===== src/rtl/assert_macros.svh =====
// Assertion macros used by the pool allocator head.
`ifndef ASSERT_MACROS_SVH
`define ASSERT_MACROS_SVH

// Clocked property check, switched off while reset is held.
`define FBPA_ASSERT(lbl, clk, rst_n, prop) \
    lbl: assert property (@(posedge clk) disable iff (!rst_n) (prop)) \
        else $error("%m: check failed");

// Same-cycle implication built on the plain check.
`define FBPA_ASSERT_IMP(lbl, clk, rst_n, ante, cons) \
    `FBPA_ASSERT(lbl, clk, rst_n, (ante) |-> (cons))

// Next-cycle implication built on the plain check.
`define FBPA_ASSERT_NXT(lbl, clk, rst_n, ante, cons) \
    `FBPA_ASSERT(lbl, clk, rst_n, (ante) |=> (cons))

`endif


===== src/rtl/fbpa_pkg.sv =====
// Types, constants and codes of the fixed block pool allocator.
package fbpa_pkg;

    // Pool storage
    localparam int POOL_DEPTH = 64;
    localparam int IDX_W      = $clog2(POOL_DEPTH);
    localparam int CMP_W      = (IDX_W > 7) ? IDX_W : 7;
    localparam logic [IDX_W-1:0] LAST_K = IDX_W'(POOL_DEPTH - 1);

    // Field widths
    localparam int ADDR_W    = 32;
    localparam int SIZE_W    = 16;
    localparam int CNT_W     = 7;
    localparam int CIDX_W    = 6;
    localparam int IN_DATA_W = 40;
    localparam int OUT_DATA_W = 64;

    // Register map
    localparam int PADDR_W = 4;
    localparam logic [PADDR_W-1:0] ADDR_BASE  = 4'h0;
    localparam logic [PADDR_W-1:0] ADDR_SIZE  = 4'h4;
    localparam logic [PADDR_W-1:0] ADDR_COUNT = 4'h8;
    localparam logic [SIZE_W-1:0]  SIZE_RESET = 16'd32;

    typedef enum logic [1:0] {
        CMD_ALLOC       = 2'd0,
        CMD_FREE        = 2'd1,
        CMD_SET_BLOCKED = 2'd2,
        CMD_GET_STATE   = 2'd3
    } t_cmd;

    typedef enum logic [1:0] {
        ST_FREE        = 2'd0,
        ST_USED        = 2'd1,
        ST_BLOCKED     = 2'd2,
        ST_NOT_HANDLED = 2'd3
    } t_slot_state;

    typedef enum logic {
        FSM_IDLE = 1'b0,
        FSM_RUN  = 1'b1
    } t_fsm;

    typedef struct packed {
        logic [ADDR_W-1:0] base_address;
        logic [SIZE_W-1:0] item_size;
        logic [CNT_W-1:0]  chunk_count;
    } t_cfg;

    // Control of the ring of state cells
    typedef struct packed {
        logic        shift;
        t_slot_state din;
    } t_ring_ctl;

    typedef struct packed {
        logic              ok;
        logic [ADDR_W-1:0] chunk_address;
        logic [CIDX_W-1:0] chunk_index;
        t_slot_state       query_state;
        logic [CNT_W-1:0]  used_count;
        logic [CNT_W-1:0]  free_count;
        logic [CNT_W-1:0]  blocked_count;
    } t_result;

endpackage


===== src/rtl/fbpa_regs.sv =====
// APB configuration registers of the pool allocator.
module fbpa_regs (
    input  logic                        i_clk,
    input  logic                        i_rst_n,
    input  logic                        psel,
    input  logic                        penable,
    input  logic                        pwrite,
    input  logic [fbpa_pkg::PADDR_W-1:0] paddr,
    input  logic [31:0]                 pwdata,
    output logic [31:0]                 prdata,
    output logic                        pready,
    output fbpa_pkg::t_cfg              o_cfg
);
    import fbpa_pkg::*;

    t_cfg r_cfg;
    logic wr_en;

    assign pready = 1'b1;
    assign wr_en  = psel && penable && pwrite && pready;
    assign o_cfg  = r_cfg;

    // Register writes
    always_ff @(posedge i_clk) begin
        if (!i_rst_n) begin
            r_cfg.base_address <= '0;
            r_cfg.item_size    <= SIZE_RESET;
            r_cfg.chunk_count  <= '0;
        end else if (wr_en) begin
            case (paddr)
                ADDR_BASE:  r_cfg.base_address <= pwdata;
                ADDR_SIZE:  r_cfg.item_size    <= pwdata[SIZE_W-1:0];
                ADDR_COUNT: r_cfg.chunk_count  <= pwdata[CNT_W-1:0];
                default: ;
            endcase
        end
    end

    // Read back
    always_comb begin
        case (paddr)
            ADDR_BASE:  prdata = r_cfg.base_address;
            ADDR_SIZE:  prdata = {{(32-SIZE_W){1'b0}}, r_cfg.item_size};
            ADDR_COUNT: prdata = {{(32-CNT_W){1'b0}}, r_cfg.chunk_count};
            default:    prdata = '0;
        endcase
    end

endmodule


===== src/rtl/fbpa_cell.sv =====
// One chunk state cell of the circulating ring.
module fbpa_cell (
    input  logic                  i_clk,
    input  logic                  i_rst_n,
    input  logic                  i_shift,
    input  fbpa_pkg::t_slot_state i_d,
    output fbpa_pkg::t_slot_state o_q
);
    import fbpa_pkg::*;

    t_slot_state r_q;

    assign o_q = r_q;

    // Take the neighbour's state on a shift, else hold
    always_ff @(posedge i_clk) begin
        if (!i_rst_n) begin
            r_q <= ST_FREE;
        end else if (i_shift) begin
            r_q <= i_d;
        end
    end

endmodule


===== src/rtl/fbpa_head.sv =====
// Processing head: walks the ring one chunk a cycle unless a waiting result stalls it, and builds the result.
module fbpa_head (
    input  logic                         i_clk,
    input  logic                         i_rst_n,
    input  fbpa_pkg::t_cfg               i_cfg,
    input  logic                         i_in_valid,
    output logic                         o_in_ready,
    input  fbpa_pkg::t_cmd               i_cmd,
    input  logic [fbpa_pkg::ADDR_W-1:0]  i_address,
    input  logic [fbpa_pkg::CIDX_W-1:0]  i_index,
    input  logic                         i_block_flag,
    input  fbpa_pkg::t_slot_state        i_cell,
    output fbpa_pkg::t_ring_ctl          o_ring,
    output logic                         o_out_valid,
    input  logic                         i_out_ready,
    output fbpa_pkg::t_result            o_res
);
    import fbpa_pkg::*;
    `include "assert_macros.svh"

    t_fsm              r_fsm, n_fsm;
    logic [IDX_W-1:0]  r_k;
    t_cmd              r_cmd;
    logic [ADDR_W-1:0] r_addr;
    logic [CIDX_W-1:0] r_idx;
    logic              r_flag;
    logic [ADDR_W-1:0] r_run_addr;
    logic              r_found, n_found;
    logic [ADDR_W-1:0] r_caddr, n_caddr;
    logic [CIDX_W-1:0] r_cidx, n_cidx;
    t_slot_state       r_cstate, n_cstate;
    logic [CNT_W-1:0]  r_used, n_used;
    logic [CNT_W-1:0]  r_free, n_free;
    logic [CNT_W-1:0]  r_blocked, n_blocked;
    logic              r_out_valid;
    t_result           r_res;

    t_slot_state       ns;
    logic              active, hit_idx, last, out_can, take, load_res;
    logic [CMP_W+1:0]  walk_total;

    assign last     = (r_k == LAST_K);
    assign out_can  = !r_out_valid || i_out_ready;
    assign take     = (r_fsm == FSM_IDLE) && i_in_valid;
    assign load_res = (r_fsm == FSM_RUN) && last && out_can;

    // Next state
    always_comb begin
        n_fsm = r_fsm;
        case (r_fsm)
            FSM_IDLE: if (i_in_valid) n_fsm = FSM_RUN;
            FSM_RUN:  if (last && out_can) n_fsm = FSM_IDLE;
            default:  n_fsm = FSM_IDLE;
        endcase
    end

    // Handshake and ring control
    always_comb begin
        o_in_ready   = 1'b0;
        o_ring.shift = 1'b0;
        o_ring.din   = ns;
        case (r_fsm)
            FSM_IDLE: o_in_ready = 1'b1;
            FSM_RUN:  o_ring.shift = !last || out_can;
            default: ;
        endcase
    end

    always_ff @(posedge i_clk) begin
        if (!i_rst_n) begin
            r_fsm <= FSM_IDLE;
        end else begin
            r_fsm <= n_fsm;
        end
    end

    // Decision for the chunk now at the head of the ring
    always_comb begin
        active   = CMP_W'(r_k) < CMP_W'(i_cfg.chunk_count);
        hit_idx  = CMP_W'(r_k) == CMP_W'(r_idx);
        ns       = i_cell;
        n_found  = r_found;
        n_caddr  = r_caddr;
        n_cidx   = r_cidx;
        n_cstate = r_cstate;
        case (r_cmd)
            CMD_ALLOC: begin
                if (active && !r_found && i_cell == ST_FREE) begin
                    ns      = ST_USED;
                    n_found = 1'b1;
                    n_caddr = r_run_addr;
                    n_cidx  = CIDX_W'(r_k);
                end
            end
            CMD_FREE: begin
                if (r_addr != '0 && active && !r_found && r_run_addr == r_addr) begin
                    ns      = ST_FREE;
                    n_found = 1'b1;
                    n_caddr = r_addr;
                    n_cidx  = CIDX_W'(r_k);
                end
            end
            CMD_SET_BLOCKED: begin
                if (active && hit_idx && i_cell != ST_USED) begin
                    ns      = r_flag ? ST_BLOCKED : ST_FREE;
                    n_found = 1'b1;
                end
            end
            CMD_GET_STATE: begin
                if (active && hit_idx) begin
                    n_cstate = i_cell;
                    n_found  = 1'b1;
                end
            end
            default: ;
        endcase

        // counts taken over the state left behind
        n_used    = r_used;
        n_free    = r_free;
        n_blocked = r_blocked;
        if (active) begin
            case (ns)
                ST_USED:    n_used    = r_used + 1'b1;
                ST_FREE:    n_free    = r_free + 1'b1;
                ST_BLOCKED: n_blocked = r_blocked + 1'b1;
                default: ;
            endcase
        end
    end

    // Walk registers
    always_ff @(posedge i_clk) begin
        if (take) begin
            r_k        <= '0;
            r_cmd      <= i_cmd;
            r_addr     <= i_address;
            r_idx      <= i_index;
            r_flag     <= i_block_flag;
            r_run_addr <= i_cfg.base_address;
            r_found    <= 1'b0;
            r_caddr    <= '0;
            r_cidx     <= (i_cmd == CMD_SET_BLOCKED || i_cmd == CMD_GET_STATE) ?
                          i_index : '0;
            r_cstate   <= (i_cmd == CMD_GET_STATE) ? ST_NOT_HANDLED : ST_FREE;
            r_used     <= '0;
            r_free     <= '0;
            r_blocked  <= '0;
        end else if (o_ring.shift) begin
            r_k        <= r_k + 1'b1;
            r_run_addr <= r_run_addr + {{(ADDR_W-SIZE_W){1'b0}}, i_cfg.item_size};
            r_found    <= n_found;
            r_caddr    <= n_caddr;
            r_cidx     <= n_cidx;
            r_cstate   <= n_cstate;
            r_used     <= n_used;
            r_free     <= n_free;
            r_blocked  <= n_blocked;
        end
    end

    // Output register
    always_ff @(posedge i_clk) begin
        if (!i_rst_n) begin
            r_out_valid <= 1'b0;
        end else if (load_res) begin
            r_out_valid <= 1'b1;
        end else if (i_out_ready) begin
            r_out_valid <= 1'b0;
        end
    end

    always_ff @(posedge i_clk) begin
        if (load_res) begin
            r_res.ok            <= n_found;
            r_res.chunk_address <= n_caddr;
            r_res.chunk_index   <= n_cidx;
            r_res.query_state   <= n_cstate;
            r_res.used_count    <= n_used;
            r_res.free_count    <= n_free;
            r_res.blocked_count <= n_blocked;
        end
    end

    assign o_out_valid = r_out_valid;
    assign o_res       = r_res;

    // chunks counted so far in the walk
    assign walk_total = {2'b00, CMP_W'(r_used)} + {2'b00, CMP_W'(r_free)} +
                        {2'b00, CMP_W'(r_blocked)};

    // Checks
    `FBPA_ASSERT_NXT(a_found_sticks, i_clk, i_rst_n, (r_fsm == FSM_RUN) && r_found, r_found)
    `FBPA_ASSERT_IMP(a_count_bound, i_clk, i_rst_n, r_fsm == FSM_RUN,
                     walk_total <= {2'b00, CMP_W'(r_k)})
    `FBPA_ASSERT_IMP(a_not_handled_fails, i_clk, i_rst_n,
                     r_out_valid && (r_res.query_state == ST_NOT_HANDLED), !r_res.ok)
    `FBPA_ASSERT_IMP(a_stall_holds_ring, i_clk, i_rst_n,
                     r_out_valid && !i_out_ready && last, !o_ring.shift)

endmodule


===== src/rtl/fixed_block_pool_allocator.sv =====
// Top level of the fixed block pool allocator: registers, state ring and head.
//
//  channel   direction  ports                    content
//  s         in         i_s_tvalid/o_s_tready    one command item
//  m         out        o_m_tvalid/i_m_tready    one result item per command
//  apb       in/out     psel..pready             base, item size, chunk count
//
// An item is accepted, then handled chunk by chunk while the chunk states
// circulate once round the ring of cells past the head.
// The result sits in an output register; a new item is accepted while it waits.
// A result still not taken holds the head on the last chunk of the next item.
// Synchronous reset marks every chunk free.
module fixed_block_pool_allocator (
    input  logic                        i_clk,
    input  logic                        i_rst_n,
    // s_tdata: address[31:0], index[37:32], block_flag[38], zero[39]
    input  logic [fbpa_pkg::IN_DATA_W-1:0] i_s_tdata,
    // s_tuser: cmd[1:0]
    input  logic [1:0]                  i_s_tuser,
    input  logic                        i_s_tvalid,
    output logic                        o_s_tready,
    // m_tdata: ok[0], chunk_address[32:1], chunk_index[38:33], query_state[40:39],
    //          used_count[47:41], free_count[54:48], blocked_count[61:55], zero[63:62]
    output logic [fbpa_pkg::OUT_DATA_W-1:0] o_m_tdata,
    output logic                        o_m_tvalid,
    input  logic                        i_m_tready,
    input  logic                        psel,
    input  logic                        penable,
    input  logic                        pwrite,
    input  logic [fbpa_pkg::PADDR_W-1:0] paddr,
    input  logic [31:0]                 pwdata,
    output logic [31:0]                 prdata,
    output logic                        pready
);
    import fbpa_pkg::*;

    t_cfg        cfg;
    t_ring_ctl   ring;
    t_result     res;
    t_slot_state cell_q [POOL_DEPTH];

    fbpa_regs u_regs (
        .i_clk   (i_clk),
        .i_rst_n (i_rst_n),
        .psel    (psel),
        .penable (penable),
        .pwrite  (pwrite),
        .paddr   (paddr),
        .pwdata  (pwdata),
        .prdata  (prdata),
        .pready  (pready),
        .o_cfg   (cfg)
    );

    // Ring of state cells; cell 0 feeds the head, the head feeds the last cell
    for (genvar j = 0; j < POOL_DEPTH; j++) begin : g_cell
        if (j == POOL_DEPTH - 1) begin : g_tail
            fbpa_cell u_cell (
                .i_clk   (i_clk),
                .i_rst_n (i_rst_n),
                .i_shift (ring.shift),
                .i_d     (ring.din),
                .o_q     (cell_q[j])
            );
        end else begin : g_body
            fbpa_cell u_cell (
                .i_clk   (i_clk),
                .i_rst_n (i_rst_n),
                .i_shift (ring.shift),
                .i_d     (cell_q[j+1]),
                .o_q     (cell_q[j])
            );
        end
    end

    fbpa_head u_head (
        .i_clk        (i_clk),
        .i_rst_n      (i_rst_n),
        .i_cfg        (cfg),
        .i_in_valid   (i_s_tvalid),
        .o_in_ready   (o_s_tready),
        .i_cmd        (t_cmd'(i_s_tuser)),
        .i_address    (i_s_tdata[ADDR_W-1:0]),
        .i_index      (i_s_tdata[ADDR_W+CIDX_W-1:ADDR_W]),
        .i_block_flag (i_s_tdata[ADDR_W+CIDX_W]),
        .i_cell       (cell_q[0]),
        .o_ring       (ring),
        .o_out_valid  (o_m_tvalid),
        .i_out_ready  (i_m_tready),
        .o_res        (res)
    );

    // Result packing, lowest field first
    assign o_m_tdata = {2'b00, res.blocked_count, res.free_count, res.used_count,
                        res.query_state, res.chunk_index, res.chunk_address, res.ok};

endmodule

===== config.mk =====
export PLATFORM = sky130hd
export DESIGN_NAME = fixed_block_pool_allocator
export DESIGN_NICKNAME = d
export VERILOG_FILES = /design/src/rtl/fbpa_pkg.sv /design/src/rtl/fbpa_regs.sv /design/src/rtl/fbpa_cell.sv /design/src/rtl/fbpa_head.sv /design/src/rtl/fixed_block_pool_allocator.sv
export VERILOG_INCLUDE_DIRS = /design/src /design/src/rtl
export SDC_FILE = /design/constraint.sdc
export NUM_CORES = 1
export LEC_CHECK = 0
export ABC_AREA = 1
export BUFFER_PORTS_ARGS = -buffer_cell sky130_fd_sc_hd__buf_2
export CORE_AREA = 2 2 218 327
export DETAILED_ROUTE_END_ITERATION = 7
export DIE_AREA = 0 0 220 329
export HOLD_SLACK_MARGIN = 0.06
export PLACE_DENSITY = 0.46
export SKIP_CTS_REPAIR_TIMING = 1
export SLEW_MARGIN = 20
export SYNTH_ARGS = -nofsm -noshare
export SYNTH_HDL_FRONTEND = slang
export SYNTH_SLANG_ARGS = --single-unit

===== constraint.sdc =====
create_clock -name i_clk -period 5.6 [get_ports i_clk]
set_input_delay 0.28 -clock i_clk [delete_from_list [all_inputs] [get_ports i_clk]]
set_output_delay 0.28 -clock i_clk [all_outputs]
set_load 0.05 [all_outputs]

; ---- Yosys cells after proc, flatten, opt, wreduce, memory -nomap -nowiden
; Cells that the tools add are included.
[word_totals]
reg_bits = 388
output_inout_bits = 99
[op_classes]
n_eq_ne = 13
n_bitwise = 1
mux = 40
reduce_logical = 29
order_cmp = 1
addsub = 5
[ops]
columns = cell, count
row1 = 2-to-1 mux 32 bit, 4
row2 = case mux 32 bit (3 select lines), 1
row3 = case mux 32 bit (2 select lines), 1
row4 = 2-to-1 mux 7 bit, 6
row5 = adder 32 x 16 -> 32 bit, 1
row6 = equality test 32 bit, 1
row7 = nonzero test 32 bit, 1
row8 = 2-to-1 mux 6 bit, 5
row9 = "adder 7 x 1 -> 7 bit, second input constant", 3
row10 = 2-to-1 mux 2 bit, 9
row11 = logical AND 1 bit, 13
row12 = case mux 6 bit (2 select lines), 1
row13 = "equality test 2 bit, second input constant", 5
row14 = 2-to-1 mux 1 bit, 10
row15 = less-than comparator 6 x 7 -> 1 bit, 1
row16 = "adder 6 x 1 -> 6 bit, second input constant", 1
row17 = equality test 6 bit, 1
row18 = "equality test 6 bit, second input constant", 1
row19 = logical NOT 2 bit, 3
row20 = case mux 2 bit (3 select lines), 1
row21 = AND reduction 2 bit, 3
row22 = "equality test 2 x 1 -> 1 bit, second input constant", 2
row23 = "equality test 4 x 3 -> 1 bit, second input constant", 1
row24 = "equality test 4 bit, second input constant", 1
row25 = 8 further kinds, 13

; ---- Depth between registers and ports, before layout
[logic_depth]
word_depth = 9
ltp_mapped = 17
ltp_nobuf = 17

; ---- Hierarchy
; From an unflattened synthesis, not the netlist that was laid out.
[unflattened]
hier_cells = 2530
area_unflattened_um2 = 18585.3
[modules_own_cells]
columns = mod, area_each_um2, seq_area_each_um2, cells_each, instances
row1 = fbpa_head, 10724.0, 5535.3, 1310, 1
row2 = fbpa_cell, 77.6, 40.0, 12, 64
row3 = fbpa_regs, 2877.8, 1101.1, 449, 1
row4 = fixed_block_pool_allocator, 18.8, 0.0, 3, 1

; ---- Worst setup path after synthesis
; Ideal clock, no wire load.
[synth_timing]
path_kind = reg2reg
startpoint = register u_head.r_k[1]
endpoint = register u_head.r_res, in the netlist u_head.o_res[0], enable pin
path_stages_with_launch = 8
path_slack_ps = 1419
n_path_buf = 0
required_ps = 5116
setup_ps = 484
t_arrival_ps = 3698
path_cell_list = dfxtp_1 ha_1 nand2_1 nor2_1 inv_1 nor3_1 nand2_1 nor2_1
[synth_via]
elab_chain_cells = 3
[synth_lines]
columns = item, line
row1 = "start, declared", fbpa_head.sv:22  ; logic [IDX_W-1:0] r_k;
row2 = "start signal, assigned", fbpa_head.sv:150  ; r_k <= r_k + 1'b1;
row3 = equality test 6 bit, fbpa_head.sv:42  ; assign last = (r_k == LAST_K);
row4 = logical AND 1 bit (2 in series), fbpa_head.sv:45  ; assign load_res = (r_fsm == FSM_RUN) && last && out_can;
row5 = net u_head.load_res, fbpa_head.sv:39  ; logic active, hit_idx, last, out_can, take, load_res;
row6 = "end, declared", fbpa_head.sv:36  ; t_result r_res;
; The timed path passes the listed nets, and every way through them passes these cells.
; A chain may end at the register's enable or synchronous reset.

; ---- Worst setup path after layout
[layout_timing]
startpoint = register u_regs.r_cfg, in the netlist u_regs.o_cfg[5]
endpoint = register u_head.r_res, in the netlist u_head.o_res[30], data pin
[layout_via]
elab_chain_cells = 6
[layout_lines]
columns = item, line
row1 = "start, declared", fbpa_regs.sv:16  ; t_cfg r_cfg;
row2 = less-than comparator 6 x 7 -> 1 bit *, fbpa_head.sv:79  ; active = CMP_W'(r_k) < CMP_W'(i_cfg.chunk_count);
row3 = logical AND 1 bit (3 in series), fbpa_head.sv:96  ; if (r_addr != '0 && active && !r_found && r_run_addr == r_addr) begin
row4 = 2-to-1 mux 32 bit, fbpa_head.sv:96
row5 = case mux 32 bit (2 select lines) *, fbpa_head.sv:86  ; case (r_cmd)
row6 = net u_head.n_caddr[1], fbpa_head.sv:29  ; logic [ADDR_W-1:0] r_caddr, n_caddr;
; The timed path passes the listed nets; every way through them passes the cells marked *.

==> impl_results.html <==
<table>
<tr><th>Metric</th><th>Value</th></tr>
<tr><th colspan="2">Run status</th></tr>
<tr><td>Outcome</td><td>finished, violations left</td></tr>
<tr><td>Violated checks</td><td>hold timing</td></tr>
<tr><th colspan="2">Logic synthesis</th></tr>
<tr><td>Simple-Gate Fraction of Synth Area</td><td>23.3%</td></tr>
<tr><td>Area leader, netlist</td><td>dfxtp_1</td></tr>
<tr><td>Largest cells by area after synthesis</td><td>dfxtp_1 29%, edfxtp_1 25%, nand2_1 11%</td></tr>
<tr><td>Sequential fraction of the synthesis area</td><td>53.5%</td></tr>
<tr><td>Mean post-synth cell area</td><td>8.02 sq um</td></tr>
<tr><td>Top-count cell post-synth</td><td>nand2_1</td></tr>
<tr><td>Number of synthesized flops with an enable pin</td><td>143</td></tr>
<tr><td>Cell area after synthesis</td><td>0.0172 sq mm</td></tr>
<tr><td>Xor and xnor fraction of the mapped netlist area</td><td>1.07%</td></tr>
<tr><td>Synth Flop Type</td><td>dfxtp_1</td></tr>
<tr><td>Yosys cell types</td><td>46</td></tr>
<tr><td>Cell count after synthesis</td><td>2144</td></tr>
<tr><td>Synth Area in Adders</td><td>1.94%</td></tr>
<tr><td>Multiplexer area fraction after synthesis</td><td>0%</td></tr>
<tr><td>Most frequent cells after synthesis</td><td>490 x nand2_1, 366 x nor2_1, 272 x o21ai_0, 245 x dfxtp_1, 184 x inv_1</td></tr>
<tr><td>Proportion of synthesized flip-flops having asynchronous set or reset</td><td>0%</td></tr>
<tr><td>YS warnings</td><td>0</td></tr>
<tr><td>Synthesis-stage register bit count</td><td>388</td></tr>
<tr><td>Largest family of logic cells by synthesized area</td><td>simple AND/OR/NAND/NOR gates</td></tr>
<tr><td>Compound-Gate Fraction of Synth Area</td><td>13.4%</td></tr>
<tr><td>Fraction of synthesized cell area taken by the top area cell type</td><td>28.5%</td></tr>
<tr><th colspan="2">Detailed routing</th></tr>
<tr><td>Ratio of routed vias to standard cells</td><td>4.48</td></tr>
<tr><td>Post-Route WL</td><td>51700 microns</td></tr>
<tr><td>Routed Antenna Nets</td><td>0</td></tr>
<tr><td>Per-cell routed wire length</td><td>15.7 microns</td></tr>
<tr><td>Number of DRC markers after the initial detailed-route iteration</td><td>898</td></tr>
<tr><td>Vias</td><td>14800</td></tr>
<tr><td>Count of unresolved DRC violations after routing</td><td>0</td></tr>
<tr><td>DRT Pass-1 Iters</td><td>5</td></tr>
<tr><th colspan="2">Global route</th></tr>
<tr><td>Wire length of the first global-routing pass</td><td>78300 microns</td></tr>
<tr><td>All-Layer GR Usage</td><td>13.9%</td></tr>
<tr><td>Number of global-route vias before repair</td><td>13700</td></tr>
<tr><td>Total congestion overflow after global routing</td><td>0</td></tr>
<tr><td>Number of antenna violations at the first check in global routing</td><td>5</td></tr>
<tr><td>Largest net degree at the start of global routing</td><td>136</td></tr>
<tr><th colspan="2">Floorplan</th></tr>
<tr><td>Y dimension of the die</td><td>329 microns</td></tr>
<tr><td>Starting density of the core</td><td>24.7%</td></tr>
<tr><td>Number of ports placed on the die boundary</td><td>184</td></tr>
<tr><td>Standard-cell rows</td><td>119</td></tr>
<tr><td>Floorplan die area</td><td>0.0724 sq mm</td></tr>
<tr><td>Core outline area</td><td>0.0697 sq mm</td></tr>
<tr><td>Overall die width</td><td>220 microns</td></tr>
<tr><th colspan="2">Timing</th></tr>
<tr><td>Time the final worst path needs with I/O delays and setup</td><td>3.88 ns</td></tr>
<tr><td>Unrepaired setup endpoints after global routing</td><td>no</td></tr>
<tr><td>Final hold violation count</td><td>1</td></tr>
<tr><td>Highest attainable clock frequency</td><td>257 MHz</td></tr>
<tr><td>Slew at the pin closest to its max-slew limit</td><td>0.990 ns</td></tr>
<tr><td>Worst hold slack</td><td>-0.00166 ns</td></tr>
<tr><td>Worst Skew</td><td>0.0267 ns</td></tr>
<tr><td>Final slew viol count</td><td>0</td></tr>
<tr><td>Post-Route Setup TNS</td><td>0 ns</td></tr>
<tr><td>Final setup violation count</td><td>0</td></tr>
<tr><td>Ratio of final minimum period to clock period</td><td>69.4%</td></tr>
<tr><td>Tightest slew margin relative to the limit</td><td>34.0%</td></tr>
<tr><th colspan="2">Hold path</th></tr>
<tr><td>Worst Hold Path Cells</td><td>3</td></tr>
<tr><td>Worst hold-check path type</td><td>input pin to register</td></tr>
<tr><th colspan="2">Finish</th></tr>
<tr><td>Net count, final</td><td>2461</td></tr>
<tr><td>Number of filler instances in the final layout</td><td>7447</td></tr>
<tr><td>Share of cells above drive strength 1</td><td>12.4%</td></tr>
<tr><td>Area added between synthesis and finish</td><td>23.0%</td></tr>
<tr><th colspan="2">Worst setup path</th></tr>
<tr><td>Critical Path Source Type</td><td>register</td></tr>
<tr><td>Delay of the slowest cell on the worst path</td><td>0.72 ns</td></tr>
<tr><td>Buffer and inverter count on the worst path</td><td>3</td></tr>
<tr><td>Family with the most delay on the worst path</td><td>simple AND/OR/NAND/NOR gates</td></tr>
<tr><td>Nature of the critical path endpoint</td><td>register</td></tr>
<tr><td>Critical path fanouts, max</td><td>35</td></tr>
<tr><td>Standard cell with the maximum stage delay on the critical path</td><td>nand2_1</td></tr>
<tr><td>Required time of the critical path</td><td>5.85 ns</td></tr>
<tr><td>Arrival @ worst endpoint</td><td>4.14 ns</td></tr>
<tr><td>Reg2Reg Depth</td><td>12</td></tr>
<tr><td>Crit path depth</td><td>12</td></tr>
<tr><td>Kind of critical path</td><td>register to register</td></tr>
<tr><td>Crit path cell chain</td><td>inv_1 -&gt; ha_1 -&gt; inv_1 -&gt; nor2_1 -&gt; a22oi_1 -&gt; nand3_1 -&gt; nor2_1 -&gt; nand3_2 -&gt; nand2_1 -&gt; inv_2 -&gt; nand2_1 -&gt; o221ai_1</td></tr>
<tr><th colspan="2">CTS</th></tr>
<tr><td>Max clock buf depth</td><td>3</td></tr>
<tr><td>Clock buffers created by TritonCTS</td><td>43</td></tr>
<tr><td>TritonCTS clock tree</td><td>yes</td></tr>
<tr><td>Clock transition at the register clock pins on the worst setup and hold paths after CTS</td><td>0.06 ns</td></tr>
<tr><td>H-tree level count</td><td>2</td></tr>
<tr><td>Clock Latency Late Sink</td><td>0.58 ns</td></tr>
<tr><td>Number of sinks on the clock net</td><td>388</td></tr>
<tr><td>Root Buffer Master</td><td>clkbuf_16</td></tr>
<tr><th colspan="2">Power and ir drop</th></tr>
<tr><td>Leakage dissipation</td><td>8.75 nW</td></tr>
<tr><td>Power, Total</td><td>7.18 mW</td></tr>
<tr><td>IR drop worst, VDD</td><td>0.000198 V</td></tr>
<tr><td>Cell Pwr Density</td><td>339 mW/mm^2</td></tr>
<tr><th colspan="2">Placed design</th></tr>
<tr><td>HPWL after detailed placement</td><td>36100 microns</td></tr>
<tr><td>Final weighted congestion in routability-driven placement</td><td>0.846</td></tr>
<tr><td>Total of buffers placed on input and output ports</td><td>179</td></tr>
<tr><th colspan="2">Job</th></tr>
<tr><td>Max-cap violations</td><td>0</td></tr>
</table>
-- final timing paths --
| path | slack (ns) | end | startpoint |
|---|---|---|---|
| setup / recovery | 1.72 | u_head.o_res[30] | u_regs.o_cfg[5] |
| hold / removal | -0.002 | u_regs.o_cfg[52] | pwdata[29] |
| setup reg to reg | 1.72 | u_head.o_res[30] | u_regs.o_cfg[5] |
| hold reg to reg | 0.45 | u_head.r_caddr[1] | u_head.r_caddr[1] |
-- stage by stage --
step                std cells  instance area, sq um  utilization (%)  setup slack (ns)  hold WS [ns]
floorplan                2145                 17200                -              1.42         0.379
global placement         3144                 18900             27.2              1.70         0.442
detailed placement       3144                 18900             27.2              1.72         0.441
CTS                      3222                 20500             29.4              1.69        -0.159
global route             3293                 21100             30.3              1.37        0.0676
finish                   3293                 21100             30.3              1.72      -0.00166
-- final cells by class --
cell class,instances,area (sq um),area share (%)
Clock buffer,56,1230,5.80
Clock inverter,22,300,1.42
Timing Repair Buffer,258,1670,7.88
Multi-Input combinational cell,1461,6860,32.5
Antenna cell,3,7.51,0.0355
Inverter,198,749,3.54
Tap cell,907,1130,5.37
Sequential cell,388,9200,43.5
-- layout by cell type, fill, tap and decap left out, types with 12 or more instances in the layout --
master | synthesis | final
dlygate4sd3_1 | 0 | 68
ha_1 | 25 | 25
dfxtp_1 | 245 | 245
buf_2 | 10 | 178
a21oi_1 | 74 | 74
inv_2 | 12 | 12
o21ai_0 | 272 | 272
clkbuf_16 | 0 | 45
edfxtp_1 | 143 | 143
inv_1 | 184 | 183
o221ai_1 | 26 | 26
nor3_1 | 15 | 15
nand3_1 | 74 | 74
nor2_1 | 366 | 364
nand4_1 | 18 | 18
nand2_1 | 490 | 490
o2111ai_1 | 14 | 14
-- layer usage --
metal | share of wire [%] | track usage (%)
met1 | 43 | 17.0
met2 | 50 | 24.5
met3 | 4.4 | 2.44
met4 | 2.6 | 4.68
met5 | 0.046 | 0
-- state kept, by name, indices dropped and copies added (netlist names) --
register and cells:
u_head.r_free 7, g_cell.g_body.u_cell.o_q 126, u_regs.o_cfg 55, u_head.o_out_valid 1, u_head.r_cidx 6, u_head.r_addr 32
u_head.r_caddr 32, u_head.r_used 7, u_head.r_run_addr 32, u_head.r_blocked 7, u_head.r_flag 1, g_cell.g_tail.u_cell.o_q 2
u_head.r_idx 6, u_head.r_cstate 2, u_head.r_found 1, u_head.o_res 62, u_head.r_k 6, u_head.r_fsm 1
u_head.r_cmd 2
-- logic make-up after synthesis --
logic type / after synthesis
AND/OR/NAND/NOR: 994
buffers and inverters: 296
adder cells (fa/ha/maj): 26
other: 2
AO/OA/AOI/OAI: 417
flip-flops: 388
XOR/XNOR: 21
-- where the power goes --
part	switching, mW	total (mW)	internal [mW]	leakage (nW)
Combinational	0.557	0.837	0.280	4.62
Clock	1.21	3.08	1.87	0.755
Sequential	0.131	3.26	3.13	3.37
Total	1.89	7.18	5.28	8.75
-- tightest hold or removal path: stages --
cell and delay, ns:
buf_2 0.07, o21ai_0 0.07, a21oi_1 0.10
Power figures use the tool's default switching activity.
